--- config.mk ---
export PLATFORM = sky130hd
export DESIGN_NAME = sector_rle_byte_decoder_flat
export DESIGN_NICKNAME = d
export VERILOG_FILES = /design/src/srle_pkg.sv /design/src/srle_byte_if.sv /design/src/srle_run_if.sv /design/src/srle_core.sv /design/src/srle_obuf.sv /design/src/sector_rle_byte_decoder.sv /design/src/flat_wrapper.sv
export SDC_FILE = /design/constraint.sdc
export NUM_CORES = 1
export LEC_CHECK = 0
export BUFFER_PORTS_ARGS = -buffer_cell sky130_fd_sc_hd__buf_4
export CAP_MARGIN = 20
export CORE_MARGIN = 2
export CORE_UTILIZATION = 59
export DETAILED_ROUTE_END_ITERATION = 6
export PLACE_DENSITY_LB_ADDON = 0.15
export SLEW_MARGIN = 20
export SYNTH_ARGS = -nofsm -noshare
export SYNTH_HDL_FRONTEND = slang
export SYNTH_SLANG_ARGS = --single-unit
export TNS_END_PERCENT = 50
--- constraint.sdc ---
create_clock -name clk -period 12.58 [get_ports clk]
set_clock_uncertainty 0.2 [all_clocks]
set_input_delay 0.629 -clock clk [delete_from_list [all_inputs] [get_ports clk]]
set_output_delay 0.629 -clock clk [all_outputs]
set_load 0.02 [all_outputs]
--- src/srle_pkg.sv ---
// Shared types, constants and widths for the sector RLE byte decoder.
package srle_pkg;

    localparam int SECTOR_BYTES_DEF = 256;
    localparam int HEADER_BYTES_DEF = 3;

    localparam int BW_W      = 17;   // bytes written counter / buffer size
    localparam int MAX_RES   = 3;    // records one byte can produce
    localparam int CFG_IDX_W = 1;
    localparam int CFG_W     = 8;

    // Register indexes on the configuration port
    localparam logic [CFG_IDX_W-1:0] CFG_NEG_COLUMNS = 1'd0;
    localparam logic [CFG_IDX_W-1:0] CFG_ROW_COUNT   = 1'd1;

    localparam logic [7:0] NEG_COLUMNS_RST = 8'd1;
    localparam logic [7:0] ROW_COUNT_RST   = 8'd192;
    localparam logic [7:0] NEG_COLUMNS_WIDE = 8'h01;  // also means 256 columns
    localparam logic [8:0] MAX_COLUMNS      = 9'd256;

    // Stream codes
    localparam logic [7:0] BYTE_ESC  = 8'hFF;
    localparam logic [7:0] BYTE_EOF  = 8'h1A;
    localparam logic [7:0] BYTE_SKIP = 8'hF3;
    localparam logic [7:0] BYTE_ROW  = 8'h88;

    typedef struct packed {
        logic [7:0] value;
        logic [7:0] length;
        logic       done;
    } run_rec_t;

    typedef struct packed {
        run_rec_t [MAX_RES-1:0] rec;
        logic [1:0]             count;
    } res_bundle_t;

    typedef struct packed {
        logic [7:0]      prev_lit;
        logic            prev_valid;
        logic            expect_count;
        logic            skip_next;
        logic [BW_W-1:0] written;
        logic            finished;
    } dec_state_t;

    typedef struct packed {
        dec_state_t st;
        logic       emit;
        run_rec_t   rec;
    } dec_out_t;

endpackage

--- src/srle_byte_if.sv ---
// Input channel: compressed body bytes.
interface srle_byte_if;
    logic       valid;
    logic       ready;
    logic [7:0] data_byte;
    logic       last_byte;

    modport source (output valid, output data_byte, output last_byte, input ready);
    modport sink   (input valid, input data_byte, input last_byte, output ready);
endinterface

--- src/srle_run_if.sv ---
// Output channel: decoded run records.
interface srle_run_if;
    logic       valid;
    logic       ready;
    logic [7:0] run_value;
    logic [7:0] run_length;
    logic       done_res;

    modport source (output valid, output run_value, output run_length, output done_res,
                    input ready);
    modport sink   (input valid, input run_value, input run_length, input done_res,
                    output ready);
endinterface

--- src/srle_core.sv ---
// Decode state and the per-byte decision logic with one byte of lookahead.
module srle_core
    import srle_pkg::*;
#(
    parameter int SECTOR_BYTES = SECTOR_BYTES_DEF,
    parameter int HEADER_BYTES = HEADER_BYTES_DEF
) (
    input  logic            clk,
    input  logic            rst_n,
    input  logic            fire,
    input  logic [7:0]      data_byte,
    input  logic            last_byte,
    input  logic [BW_W-1:0] buf_total,
    output res_bundle_t     res
);

    localparam int OFF_W = $clog2(SECTOR_BYTES);
    localparam logic [OFF_W-1:0] OFF_RST  = OFF_W'(HEADER_BYTES % SECTOR_BYTES);
    localparam logic [OFF_W-1:0] OFF_LAST = OFF_W'(SECTOR_BYTES - 1);

    dec_state_t       state_reg, state_next;
    logic [7:0]       held_reg, held_next;
    logic             held_valid_reg, held_valid_next;
    logic [OFF_W-1:0] off_reg, off_next;

    function automatic dec_out_t decide(dec_state_t s, logic [7:0] b, logic sec_start,
                                        logic has_la, logic [7:0] la,
                                        logic [BW_W-1:0] total);
        dec_out_t        o;
        logic [BW_W-1:0] room;
        logic [7:0]      len;
        logic [7:0]      val;
        logic            run;
        o      = '0;
        o.st   = s;
        run    = 1'b0;
        len    = '0;
        val    = '0;
        room   = '0;
        if (!s.finished)
        begin
            if (s.skip_next)
            begin
                o.st.skip_next = 1'b0;
            end
            else if (s.written >= total)
            begin
                o.st.finished = 1'b1;
                o.emit        = 1'b1;
                o.rec.done    = 1'b1;
            end
            else
            begin
                if (sec_start)
                begin
                    o.st.expect_count = 1'b0;
                    o.st.prev_valid   = 1'b0;
                end
                if (has_la && b == BYTE_ESC && la == BYTE_EOF)
                begin
                    o.st.finished = 1'b1;
                    o.emit        = 1'b1;
                    o.rec.done    = 1'b1;
                end
                else if (has_la && b == BYTE_SKIP && la == BYTE_ESC)
                begin
                    o.st.skip_next = 1'b1;
                end
                else if (o.st.expect_count)
                begin
                    o.st.expect_count = 1'b0;
                    o.st.prev_valid   = 1'b0;
                    if (b > 8'd2)
                    begin
                        run = 1'b1;
                        val = s.prev_lit;
                        len = b - 8'd2;
                    end
                end
                else if (b == BYTE_ROW)
                begin
                    o.st.prev_valid = 1'b0;
                end
                else
                begin
                    if (o.st.prev_valid && b == s.prev_lit)
                    begin
                        o.st.expect_count = 1'b1;
                    end
                    else
                    begin
                        o.st.prev_lit   = b;
                        o.st.prev_valid = 1'b1;
                    end
                    run = 1'b1;
                    val = b;
                    len = 8'd1;
                end
                if (run)
                begin
                    // clip the run to what is left of the buffer
                    room = total - s.written;
                    if ({{(BW_W-8){1'b0}}, len} > room)
                        len = room[7:0];
                    o.st.written = s.written + {{(BW_W-8){1'b0}}, len};
                    if (o.st.written >= total)
                        o.st.finished = 1'b1;
                    o.emit       = 1'b1;
                    o.rec.value  = val;
                    o.rec.length = len;
                    o.rec.done   = o.st.finished;
                end
            end
        end
        return o;
    endfunction

    always_comb
    begin
        dec_out_t                d_held;
        dec_out_t                d_last;
        dec_state_t              s1;
        dec_state_t              s2;
        logic [OFF_W-1:0]        off_h;
        run_rec_t [MAX_RES-1:0]  cand;
        logic [MAX_RES-1:0]      cand_v;
        logic [1:0]              n;

        off_h   = (off_reg == '0) ? OFF_LAST : off_reg - 1'b1;
        d_held  = '0;
        d_last  = '0;
        cand    = '0;
        cand_v  = '0;
        s1      = state_reg;
        s2      = state_reg;

        state_next      = state_reg;
        held_next       = held_reg;
        held_valid_next = held_valid_reg;
        off_next        = off_reg;

        if (!state_reg.finished)
        begin
            off_next = (off_reg == OFF_LAST) ? '0 : off_reg + 1'b1;
            if (held_valid_reg)
            begin
                d_held    = decide(state_reg, held_reg, off_h == '0, 1'b1, data_byte,
                                   buf_total);
                s1        = d_held.st;
                cand[0]   = d_held.rec;
                cand_v[0] = d_held.emit;
            end
            s2 = s1;
            held_valid_next = 1'b0;
            if (last_byte)
            begin
                d_last    = decide(s1, data_byte, off_reg == '0, 1'b0, 8'd0, buf_total);
                s2        = d_last.st;
                cand[1]   = d_last.rec;
                cand_v[1] = d_last.emit;
                if (!s2.finished)
                begin
                    s2.finished = 1'b1;
                    cand_v[2]   = 1'b1;
                    cand[2]     = '{value: 8'd0, length: 8'd0, done: 1'b1};
                end
            end
            else if (!s1.finished)
            begin
                held_next       = data_byte;
                held_valid_next = 1'b1;
            end
            state_next = s2;
        end

        // pack emitted records in order
        res = '0;
        n   = 2'd0;
        for (int i = 0; i < MAX_RES; i++)
        begin
            if (cand_v[i])
            begin
                res.rec[n] = cand[i];
                n          = n + 2'd1;
            end
        end
        res.count = n;
    end

    always_ff @(posedge clk or negedge rst_n)
    begin
        if (!rst_n)
        begin
            state_reg      <= '0;
            held_valid_reg <= 1'b0;
            off_reg        <= OFF_RST;
        end
        else if (fire)
        begin
            state_reg      <= state_next;
            held_valid_reg <= held_valid_next;
            off_reg        <= off_next;
        end
    end

    always_ff @(posedge clk)
    begin
        if (fire)
            held_reg <= held_next;
    end

endmodule

--- src/srle_obuf.sv ---
// Three-slot result buffer: loads all records of one byte, drains one per cycle while ready is high.
module srle_obuf
    import srle_pkg::*;
(
    input  logic        clk,
    input  logic        rst_n,
    input  res_bundle_t res,
    input  logic        load,
    output logic        can_load,
    output logic        valid,
    input  logic        ready,
    output run_rec_t    rec
);

    run_rec_t [MAX_RES-1:0] slot_reg;
    logic [1:0]             count_reg, count_next;
    logic [1:0]             rd_reg, rd_next;
    logic                   pop;

    assign valid    = (count_reg != 2'd0);
    assign pop      = valid && ready;
    assign can_load = (count_reg == 2'd0) || (count_reg == 2'd1 && pop);
    assign rec      = slot_reg[rd_reg];

    always_comb
    begin
        count_next = count_reg;
        rd_next    = rd_reg;
        if (load)
        begin
            count_next = res.count;
            rd_next    = 2'd0;
        end
        else if (pop)
        begin
            count_next = count_reg - 2'd1;
            rd_next    = rd_reg + 2'd1;
        end
    end

    always_ff @(posedge clk or negedge rst_n)
    begin
        if (!rst_n)
        begin
            count_reg <= 2'd0;
            rd_reg    <= 2'd0;
        end
        else
        begin
            count_reg <= count_next;
            rd_reg    <= rd_next;
        end
    end

    always_ff @(posedge clk)
    begin
        if (load)
            slot_reg <= res.rec;
    end

endmodule

--- src/sector_rle_byte_decoder.sv ---
// Sector RLE byte decoder: compressed body bytes in, (value, length) run records out.
// Takes one body byte per transaction on byte_ch and emits run records on run_ch. A byte is
// decided when the following byte arrives (one byte of lookahead). Its record reaches run_ch
// through the input register and the result buffer: the next byte sits in the input register
// while the decode logic loads the result buffer. A byte that yields at most one record keeps
// the rate at one byte per cycle while run_ch.ready stays high. The byte flagged last_byte can
// yield up to three records (the held byte, the last byte itself and the closing zero-length
// record); the three-slot result buffer then drains one record per cycle while run_ch.ready
// is high, and input stalls until the buffer is down to its last record. The end marker
// FF 1A, a full buffer or the last byte produce the record with done_res set; after it every
// byte is taken and dropped until reset. Match state is cleared at each SECTOR_BYTES boundary
// of the file offset, which starts at HEADER_BYTES. The buffer size (rows times columns) is
// registered from the configuration registers; write them only while no transaction is in
// flight. No clearing pass is needed after reset.
module sector_rle_byte_decoder
    import srle_pkg::*;
#(
    parameter int SECTOR_BYTES = SECTOR_BYTES_DEF,
    parameter int HEADER_BYTES = HEADER_BYTES_DEF
) (
    input  logic                 clk,
    input  logic                 rst_n,
    srle_byte_if.sink            byte_ch,
    srle_run_if.source           run_ch,
    input  logic                 cfg_we,
    input  logic [CFG_IDX_W-1:0] cfg_index,
    input  logic [CFG_W-1:0]     cfg_data
);

    // configuration registers
    logic [7:0]      neg_columns_reg;
    logic [7:0]      row_count_reg;
    logic [8:0]      columns;
    logic [BW_W-1:0] total_reg;

    // input register stage
    logic       in_valid_reg;
    logic [7:0] in_data_reg;
    logic       in_last_reg;
    logic       in_take;

    // decode / result buffer
    res_bundle_t res;
    logic        can_load;
    logic        fire;
    run_rec_t    out_rec;

    always_ff @(posedge clk or negedge rst_n)
    begin
        if (!rst_n)
        begin
            neg_columns_reg <= NEG_COLUMNS_RST;
            row_count_reg   <= ROW_COUNT_RST;
        end
        else if (cfg_we)
        begin
            case (cfg_index)
                CFG_NEG_COLUMNS: neg_columns_reg <= cfg_data;
                CFG_ROW_COUNT:   row_count_reg   <= cfg_data;
                default:         ;
            endcase
        end
    end

    // Header stores ~(columns-1); codes 0 and 1 both mean 256 columns.
    assign columns = (neg_columns_reg == NEG_COLUMNS_WIDE) ? MAX_COLUMNS
                                                           : {1'b0, ~neg_columns_reg} + 9'd1;

    // Buffer size, registered so the multiply stays off the decode path.
    always_ff @(posedge clk)
    begin
        total_reg <= {{(BW_W-8){1'b0}}, row_count_reg} * {{(BW_W-9){1'b0}}, columns};
    end

    // Input stage: refilled in the same cycle the decoder consumes it.
    assign fire           = in_valid_reg && can_load;
    assign byte_ch.ready  = !in_valid_reg || fire;
    assign in_take        = byte_ch.valid && byte_ch.ready;

    always_ff @(posedge clk or negedge rst_n)
    begin
        if (!rst_n)
            in_valid_reg <= 1'b0;
        else if (in_take)
            in_valid_reg <= 1'b1;
        else if (fire)
            in_valid_reg <= 1'b0;
    end

    always_ff @(posedge clk)
    begin
        if (in_take)
        begin
            in_data_reg <= byte_ch.data_byte;
            in_last_reg <= byte_ch.last_byte;
        end
    end

    srle_core #(
        .SECTOR_BYTES (SECTOR_BYTES),
        .HEADER_BYTES (HEADER_BYTES)
    ) u_core (
        .clk       (clk),
        .rst_n     (rst_n),
        .fire      (fire),
        .data_byte (in_data_reg),
        .last_byte (in_last_reg),
        .buf_total (total_reg),
        .res       (res)
    );

    srle_obuf u_obuf (
        .clk      (clk),
        .rst_n    (rst_n),
        .res      (res),
        .load     (fire),
        .can_load (can_load),
        .valid    (run_ch.valid),
        .ready    (run_ch.ready),
        .rec      (out_rec)
    );

    assign run_ch.run_value  = out_rec.value;
    assign run_ch.run_length = out_rec.length;
    assign run_ch.done_res   = out_rec.done;

endmodule
--- src/flat_wrapper.sv ---
// flat-port wrapper written by rule: the top's interface ports become plain ports
module sector_rle_byte_decoder_flat import srle_pkg::*;
#(
    parameter int SECTOR_BYTES = SECTOR_BYTES_DEF,
    parameter int HEADER_BYTES = HEADER_BYTES_DEF
)
  (clk, rst_n, cfg_we, cfg_index, cfg_data, byte_ch_valid, byte_ch_data_byte, byte_ch_last_byte, byte_ch_ready, run_ch_valid, run_ch_run_value, run_ch_run_length, run_ch_done_res, run_ch_ready);
  srle_byte_if byte_ch_i ();
  srle_run_if run_ch_i ();
  input  logic clk;
  input  logic rst_n;
  input  logic cfg_we;
  input  logic [CFG_IDX_W-1:0] cfg_index;
  input  logic [CFG_W-1:0] cfg_data;
  input wire logic [$bits(byte_ch_i.valid)-1:0] byte_ch_valid;
  input wire logic [$bits(byte_ch_i.data_byte)-1:0] byte_ch_data_byte;
  input wire logic [$bits(byte_ch_i.last_byte)-1:0] byte_ch_last_byte;
  output wire logic [$bits(byte_ch_i.ready)-1:0] byte_ch_ready;
  output wire logic [$bits(run_ch_i.valid)-1:0] run_ch_valid;
  output wire logic [$bits(run_ch_i.run_value)-1:0] run_ch_run_value;
  output wire logic [$bits(run_ch_i.run_length)-1:0] run_ch_run_length;
  output wire logic [$bits(run_ch_i.done_res)-1:0] run_ch_done_res;
  input wire logic [$bits(run_ch_i.ready)-1:0] run_ch_ready;
  assign byte_ch_i.valid = byte_ch_valid;
  assign byte_ch_i.data_byte = byte_ch_data_byte;
  assign byte_ch_i.last_byte = byte_ch_last_byte;
  assign byte_ch_ready = byte_ch_i.ready;
  assign run_ch_valid = run_ch_i.valid;
  assign run_ch_run_value = run_ch_i.run_value;
  assign run_ch_run_length = run_ch_i.run_length;
  assign run_ch_done_res = run_ch_i.done_res;
  assign run_ch_i.ready = run_ch_ready;
  sector_rle_byte_decoder #(.SECTOR_BYTES(SECTOR_BYTES), .HEADER_BYTES(HEADER_BYTES)) u_core (.clk(clk), .rst_n(rst_n), .byte_ch(byte_ch_i), .run_ch(run_ch_i), .cfg_we(cfg_we), .cfg_index(cfg_index), .cfg_data(cfg_data));
endmodule
======== Word-level counts from Yosys, hierarchy flattened ========
Index checks and enable logic that the tools add are counted.
storage, ports and cells
  flip-flop bits (word level) ............. 144
  word-level logic and storage cells ...... 239
  input port bits ......................... 23
cells by class
  multipliers ............................. 1
  reductions and logical operators ........ 23
  $add $sub $neg .......................... 13
  multiplexer cells ....................... 147
  magnitude comparators ................... 13
  equality and inequality tests ........... 11
  bitwise logic cells ..................... 5
operator list
  kind                                                       number
  8-bit two-way mux                                          42
  36-bit two-way mux                                         4
  47-bit two-way mux                                         3
  51-bit bitwise mux                                         2
  17-bit two-way mux                                         6
  51-bit two-way mux                                         2
  29-bit two-way mux                                         3
  17-bit demux with 2-bit select                             2
  17-bit >= comparator                                       4
  2-bit two-way mux                                          27
  8-bit equality test (second input constant)                6
  1-bit two-way mux                                          41
  10-bit two-way mux                                         4
  35-bit two-way mux                                         1
  17-bit by 8-bit adder with 17-bit output                   2
  17-bit binary-select mux with 2-bit select                 1
  8-bit by 17-bit greater-than comparator with 1-bit output  2
  17-bit subtractor                                          2
  16-bit two-way mux                                         2
  28-bit two-way mux                                         1
  9-bit two-way mux                                          3
  18-bit two-way mux                                         1
  8-bit by 9-bit multiplier with 17-bit output               1
  8-bit equality test                                        2
  other kinds (24)                                           49

======== Depth between registers and ports, before layout ========
  depth after elaboration ................. 71
  mapped depth ............................ 65

======== By module ========
From an unflattened synthesis, not the netlist that was laid out.
unflattened totals
  cell total of the unflattened synthesis .. 1,624
  area, all modules ....................... 14,437.6 um2
by module, submodules not included
  module                   area an instance (um2)  times used  cells each
  srle_core                8,489.4                 1           1,118
  sector_rle_byte_decoder  3,792.4                 1           374
  srle_obuf                2,155.8                 1           132

======== Worst setup path after synthesis ========
No wires, ideal clock.
  kind .................................... reg2reg
  from .................................... register u_core.u_core.off_reg[0]
  to ...................................... register u_core.u_obuf.slot_reg[31] (netlist bit) (data pin)
  buffers on the path ..................... 3
  arrival time ............................ 12.250 ns
  setup time .............................. 0.151 ns
  required time ........................... 12.229 ns
  cell stages (with the launch flop) ...... 64
  clock period less this slack ............ 12.601 ns
  path slack .............................. -0.021 ns
  cell sequence ........................... dfstp_2 -> inv_1 -> ha_1 -> or4_1 -> o21a_1 -> o21ai_4 -> o211a_1 -> o21ai_0 -> ha_1 -> inv_1 -> a21oi_1 -> o21ai_0 -> a21o_1 -> a21o_1 -> a21oi_1 -> or4_1 -> nor4_4 -> mux2_2 -> [28 not listed] -> a21oi_1 -> o21bai_1 -> a31o_2 -> o211ai_1 -> nand2b_1 -> nor2b_1 -> xnor2_1 -> ha_1 -> nand4_1 -> nor4_1 -> nor2_1 -> a31oi_1 -> nand2_1 -> o211a_1 -> buf_6 -> a211o_4 -> buf_6 -> nor3_2
RTL lines
  item                    line              text
  from (decl)             srle_core.sv:24   logic [OFF_W-1:0] off_reg, off_next;
  from (signal assigned)  srle_core.sv:202  off_reg <= off_next;
  to (signal assigned)    srle_obuf.sv:58   slot_reg <= res.rec;
  to (decl)               srle_obuf.sv:15   run_rec_t [MAX_RES-1:0] slot_reg;

==> flow_summary.json <==
{
  "crit_required_ps": 12660,
  "grt_max_degree": 60,
  "status": "finished, final reports clean",
  "hold_class": "in2async",
  "crit_fanout": 7,
  "holdBufCountCts": 0,
  "vdd_drop_max_uv": 289,
  "rows": 55,
  "place_area_sq_um": 15500,
  "ys_warn_count": 0,
  "synthCells": 1593,
  "clockBufferDepth": 2,
  "yosysTopAreaCell": "ha_1",
  "cpMaxStageDelayCell": "a2111o_1",
  "syn_avg_cell_area_sq_um": 8.64,
  "cts_tree": "yes",
  "startpoint": "u_core.u_core.off_reg[0]",
  "port_buffers": 41,
  "critPathBufInv": 13,
  "criticalPathCategory": "reg2reg",
  "synthDistinctLibCells": 93,
  "finish.net_count": 2012,
  "path_delay_family": "compound AO/OA/AOI/OAI gates",
  "gr-total-overflow": 0,
  "critPathCaptureType": "flop",
  "ys.flop_type": "dfrtp_1",
  "final_cell_mix": "buf_4 (243), inv_1 (171), ha_1 (132)",
  "fin_crit_ps": 12260,
  "worstMarginPinSlew_ps": 1080,
  "grt_pass1_wl_um": 65000,
  "netlist_area_sq_um": 13800,
  "layout_commonest_cell": "buf_4",
  "setup_violations": 0,
  "syn_nets": 1812,
  "cp_data_arrival_time_ps": 12350,
  "finalMaxSlewViolations": 0,
  "die_width_um": 157,
  "area_delta_synth_final_pct": 24.0,
  "vias_per_cell": 6.15,
  "antenna_found_initial": 1,
  "drc": 0,
  "dp_slack_ps": -393,
  "ys_ff_latch": 128,
  "clock_sinks": 128,
  "cts.clk_slew.worst_paths_ps": 70,
  "core_sq_um": 22800,
  "drive_above_1_share": 0.256,
  "async_reset_ff_frac": 0.461,
  "yosys-top-cells-area": "ha_1 (14%), edfxtp_1 (11%), dfrtp_1 (9.8%)",
  "synth-edff-count": 52,
  "finish.instance_area_sq_um": 17100,
  "finalCritPeriodShare": 0.975,
  "gp_congestion": 1.00,
  "start_kind": "flop",
  "drt_iter0_drc": 1120,
  "root_buffer": "clkbuf_16",
  "largest_reg_flops": 35,
  "clkLatencyLatePin_ps": 440,
  "n_antenna_cell": 0,
  "vias": 13000,
  "setup_slack_ps": 318,
  "layout.cells.non_filler": 2119,
  "cts_buffers": 17,
  "slew_headroom": 0.281,
  "hpwl_um": 31100,
  "wl_um": 42100,
  "power_leakage_nw": 7.76,
  "grtUsageTotal": 0.338,
  "initial_core_util": 0.605,
  "first_pass_iters": 5,
  "hold_violations": 0,
  "drv_cap": 0,
  "die-area_sq_um": 24600,
  "wl_per_cell_um": 19.9,
  "grt_pass1_vias": 12700,
  "cpPeakStageDelay_ps": 560,
  "finalHoldWorstSlack_ps": 57.1,
  "htreeDepth": 4,
  "r2r-start": "u_core.u_core.off_reg[0]",
  "yosys.area.top_type_share": 0.136,
  "fmax_mhz": 81.6,
  "fp.dieH_um": 157,
  "ant_nets": 0,
  "p_per_area_nw_per_um2": 188,
  "crit_top_cell": "buf_4",
  "ys_seq_area_frac": 0.246,
  "num_io_pins": 42,
  "place_inst": 2054
}
## stage by stage
| step | setup TNS [ps] | utilization | power [mW] |
|---|---|---|---|
| floorplan | 0 | - | 2.00 |
| global placement | -901 | 0.680 | 2.52 |
| detailed placement | -11250 | 0.680 | 2.57 |
| CTS | 0 | 0.714 | 3.12 |
| global route | -5300 | 0.750 | 3.48 |
| finish | 0 | 0.750 | 3.22 |
## synthesized netlist by cell type (6+ instances only)
| library cell | instances |
|---|---|
| nor3_1 | 55 |
| nor2_1 | 118 |
| o2111ai_1 | 7 |
| and2_1 | 40 |
| a31oi_1 | 12 |
| ha_1 | 150 |
| o2bb2ai_1 | 18 |
| o211ai_1 | 12 |
| inv_1 | 179 |
| a21oi_1 | 74 |
| nand2b_1 | 16 |
| a21o_1 | 18 |
| xor2_1 | 33 |
| nor2b_1 | 12 |
| nor4_1 | 13 |
| dfxtp_1 | 17 |
| nand2_1 | 116 |
| fa_1 | 46 |
| o22ai_1 | 9 |
| nand4_1 | 29 |
| clkbuf_1 | 46 |
| mux2i_1 | 49 |
| buf_2 | 8 |
| o21ai_0 | 82 |
| o21a_1 | 20 |
| mux2_2 | 30 |
| xnor2_1 | 72 |
| and3_1 | 24 |
| a211oi_1 | 11 |
| dfrtp_1 | 54 |
| buf_1 | 6 |
| o21bai_1 | 12 |
| o31ai_1 | 10 |
| edfxtp_1 | 52 |
| nand3_1 | 23 |
| a2bb2oi_1 | 9 |
## area by class of cell
| cell class | instances | area (sq um) |
|---|---|---|
| sequential | 128 | 3380 |
| timing repair buffer | 245 | 1850 |
| fill | 1619 | 5700 |
| inverter | 179 | 672 |
| multi-input combinational | 1222 | 10200 |
| tap | 313 | 392 |
| clock buffer | 21 | 504 |
| clock inverter | 11 | 114 |
## per-layer routing
metal | global-route usage | vias up | routed length, um
met3 | 0.0498 | 139 | 3170
met1 | 0.432 | 6249 | 16900
li1 | - | 6042 | -
met5 | 0 | - | 13
met4 | 0.155 | 2 | 2030
met2 | 0.565 | 603 | 19900
## logic make-up after synthesis
group / Yosys count / synth area share
flops: 128 / 0.246
xor+xnor: 105 / 0.0668
fa+ha+maj: 196 / 0.203
simple gates: 484 / 0.178
compound gates: 356 / 0.175
buf+inv: 243 / 0.0689
mux: 81 / 0.0621
## power by group
group	leakage (nW)	internal, mW	total [mW]	switching [mW]
combinational	6.08	0.880	2.02	1.14
sequential	1.37	0.568	0.676	0.108
clock	0.305	0.312	0.526	0.215
total	7.76	1.76	3.22	1.46
## what timing repair did
action | CTS | global route
buffers inserted | 8 | 25
setup endpoints to repair | 37 | 37
pin swaps | 13 | 67
resized for setup | 27 | 134
## path summary, 6_finish.rpt
| kind | to | slack (ps) | cells past startpoint |
|---|---|---|---|
| hold / removal | u_core.u_obuf.rd_reg[0] | 60 | 1 |
| setup / recovery | u_core.u_obuf.slot_reg[2] | 320 | 66 |
| hold reg to reg | u_core.u_core.held_valid_reg | 280 | 1 |
| min in group clk | u_core.in_data_reg[5] | 170 | 1 |
| max in group asynchronous | u_core.u_core.state_reg[9] | 11480 | 1 |
| setup reg to reg | u_core.u_obuf.slot_reg[2] | 320 | 66 |
No activity file was read; power rests on OpenSTA's default activity.
